--- config.mk ---
export PLATFORM = sky130hd
export DESIGN_NAME = imh_cmp
export DESIGN_NICKNAME = d
export VERILOG_FILES = /design/src/rtl/imh_pkg.sv /design/src/rtl/imh_cmp.sv
export SDC_FILE = /design/constraint.sdc
export NUM_CORES = 1
export LEC_CHECK = 0
export ABC_AREA = 1
export BUFFER_PORTS_ARGS = -buffer_cell sky130_fd_sc_hd__buf_4
export CAP_MARGIN = 30
export CELL_PAD_IN_SITES_DETAIL_PLACEMENT = 0
export CELL_PAD_IN_SITES_GLOBAL_PLACEMENT = 1
export CORE_MARGIN = 8
export CORE_UTILIZATION = 28
export DETAILED_ROUTE_END_ITERATION = 6
export PLACE_DENSITY_LB_ADDON = 0.25
export SYNTH_ARGS = -nofsm -noshare
export SYNTH_HDL_FRONTEND = slang
export SYNTH_SLANG_ARGS = --single-unit
--- constraint.sdc ---
create_clock -name vclk -period 2.5
set_clock_uncertainty 0.05 [all_clocks]
set_input_delay 0.375 -clock vclk [all_inputs]
set_output_delay 0.375 -clock vclk [all_outputs]
set_load 0.1 [all_outputs]
--- src/rtl/imh_pkg.sv ---
package imh_pkg;

  localparam logic [2:0] ACT_INSERT = 3'd0;
  localparam logic [2:0] ACT_PEEK = 3'd1;
  localparam logic [2:0] ACT_DELMIN = 3'd2;
  localparam logic [2:0] ACT_DELETE = 3'd3;
  localparam logic [2:0] ACT_MODIFY = 3'd4;

  localparam logic [1:0] ST_OK = 2'd0;
  localparam logic [1:0] ST_EMPTY = 2'd1;
  localparam logic [1:0] ST_FULL = 2'd2;
  localparam logic [1:0] ST_DEAD = 2'd3;

  // Result of one signed compare made by the shared comparator.
  typedef struct packed {
    logic lt;
  } cmp_res_t;

endpackage

--- src/rtl/imh_cmp.sv ---
module imh_cmp (
  input  logic signed [31:0] a,
  input  logic signed [31:0] b,
  output imh_pkg::cmp_res_t  res
);

  // The one comparator that every sift step shares.
  assign res.lt = a < b;

endmodule

==> results.json <==
{
  "ios": 65,
  "synth_cell_types": 17,
  "antenna_cells": 0,
  "fin_nets": 297,
  "wire_per_inst_um": 9.53,
  "tightestPinTransition_ns": 0.284,
  "postLayoutCoreUtil_pct": 46.3,
  "numPortBuffers": 65,
  "grtUsageMet1_pct": 10.5,
  "max_cap_violations": 0,
  "netlist_instances": 135,
  "ant_nets": 0,
  "ys_warn_count": 0,
  "worst_setup_path_start_kind": "input port",
  "synth-xor-area-share_pct": 0,
  "critical-path-top-delay-family": "compound AO/OA/AOI/OAI gates",
  "layout_common_cells": "65 x buf_4, 38 x inv_1, 31 x ha_1",
  "maxSlewHeadroom_pct": 81.2,
  "synth-seq-area-share_pct": 0,
  "layout_commonest_cell": "buf_4",
  "worst-path-max-fanout": 2,
  "finalNonFillerCells": 233,
  "placed_cell_area_um2": 1370,
  "fin_crit_ns": 2.18,
  "min_path_type": "in -> out",
  "die_x_um": 70.7,
  "synth_compound_area_share_pct": 15.4,
  "dp_cells": 233,
  "rsz0062_at_grt": "false",
  "cp_common_cell": "buf_4",
  "vias": 980,
  "cts_resized": 0,
  "hpwl_um": 2190,
  "syn_area_um2": 838,
  "synth_top_family_by_area": "adder cells",
  "post_cts_buffers": 0,
  "finalCritPeriodShare_pct": 87.2,
  "routabilityCongestion": 0.718,
  "cp.buffers_inverters": 2,
  "drc_errors": 0,
  "crit_path_top_delay_cell": "ha_1",
  "area_growth_pct": 63.1,
  "whs_ns": 1.34,
  "crit_chain": "buf_4 > ha_1 > a21oi_1 > o21ai_1 > a21o_1 > a21oi_2 > nand3_1 > nand2_1 > buf_4",
  "end_kind": "output pin",
  "wl_um": 2220,
  "status": "finished clean",
  "grt_use_total_pct": 8.79,
  "p_leak_nw": 0.905,
  "clock_buffers": 0,
  "drtIter0Drc": 8,
  "p_per_area_nw_per_um2": 161,
  "regArea_um2": 0,
  "synth-adder-area-share_pct": 46.3,
  "grt_pass1_vias": 1017,
  "synth.avg_cell_area_um2": 6.21,
  "met2_usage_pct": 16.1,
  "drt-vias-per-instance": 4.21,
  "synth_fp_nets": 230,
  "antenna_found_initial": 0,
  "cp.arrival_ns": 1.76,
  "grt_max_degree": 5,
  "dp_slack_ns": 0.307,
  "num_rows": 20,
  "max_freq_mhz": 459,
  "initial_core_util_pct": 28.4,
  "synth_simple_gate_area_share_pct": 20.4,
  "critPathKind": "in -> out",
  "die_height_um": 70.7,
  "required_ns": 2.08,
  "multi_input_area_um2": 688,
  "slew_violations": 0,
  "globalRoute.busiestLayer": "met2",
  "cpPeakStageDelay_ns": 0.29,
  "drive_gt1_share_pct": 36.5,
  "grt_remaining_overflow": 0,
  "drt_pre_antenna_iters": 2,
  "setup_ws_ns": 0.319,
  "cts_hold_buf": 0,
  "tns_ns": 0,
  "seq_cell_count": 0,
  "synthMuxAreaShare_pct": 0,
  "use_met3_pct": 2.26,
  "fin_area_um2": 1370,
  "die_area_um2": 5000,
  "hold_viol_final": 0,
  "setup_viol": 0,
  "power_uw": 221,
  "fill_cells": 319,
  "core_um2": 2950,
  "grt_first_pass_wirelength_um": 3970,
  "ir_drop_uv": 62.1
}
==> worst min-delay path, delay by kind of cell <==
kind | cells | cell delay, ns
and+or+nand+nor | 2 | 0.10
buffers and inverters | 3 | 0.35
adders and majority gates | 1 | 0.19
==> power by group <==
group	leakage (nW)	total, mW	internal, mW	switching, mW
combinational	0.905	0.221	0.119	0.102
clock	0	0	0	0
sequential	0	0	0	0
total	0.905	0.221	0.119	0.102
==> logic make-up after synthesis <==
logic type / count (synthesis)
AO/OA/AOI/OAI: 23
buffers and inverters: 40
adder cells (fa/ha/maj): 31
AND/OR/NAND/NOR: 41
==> per-layer routing <==
metal | vias to the layer above | routed length [um] | part of all wire (%)
li1 | 556 | - | -
met1 | 387 | 945 | 43
met2 | 37 | 1090 | 49
met3 | 0 | 183 | 8.2
met4 | 0 | 0 | 0
met5 | - | 0 | 0
==> cell usage after synthesis, drive strengths merged <==
| library cell | n | area [um^2] |
|---|---|---|
| inv | 40 | 150 |
| ha | 31 | 388 |
| nand2 | 30 | 115 |
| a21oi | 16 | 87.6 |
| nor2 | 6 | 25.0 |
| o21ai | 5 | 25.0 |
| nand3 | 2 | 10.0 |
| nor3 | 2 | 15.0 |
| a21o | 1 | 7.51 |
| nand4 | 1 | 6.26 |
| o21a | 1 | 8.76 |
==> area by class of cell <==
class / instances / area share (%)
Tap cell: 33 / 3.02
Timing Repair Buffer: 65 / 35.7
Multi-Input combinational cell: 95 / 50.3
Inverter: 40 / 11.0
==> worst paths after layout <==
path,slack [ns],depth (start not counted),from,end
setup / recovery,0.32,9,a[19],res
hold / removal,1.34,6,a[31],res
No activity file was read; power rests on OpenSTA's default activity.
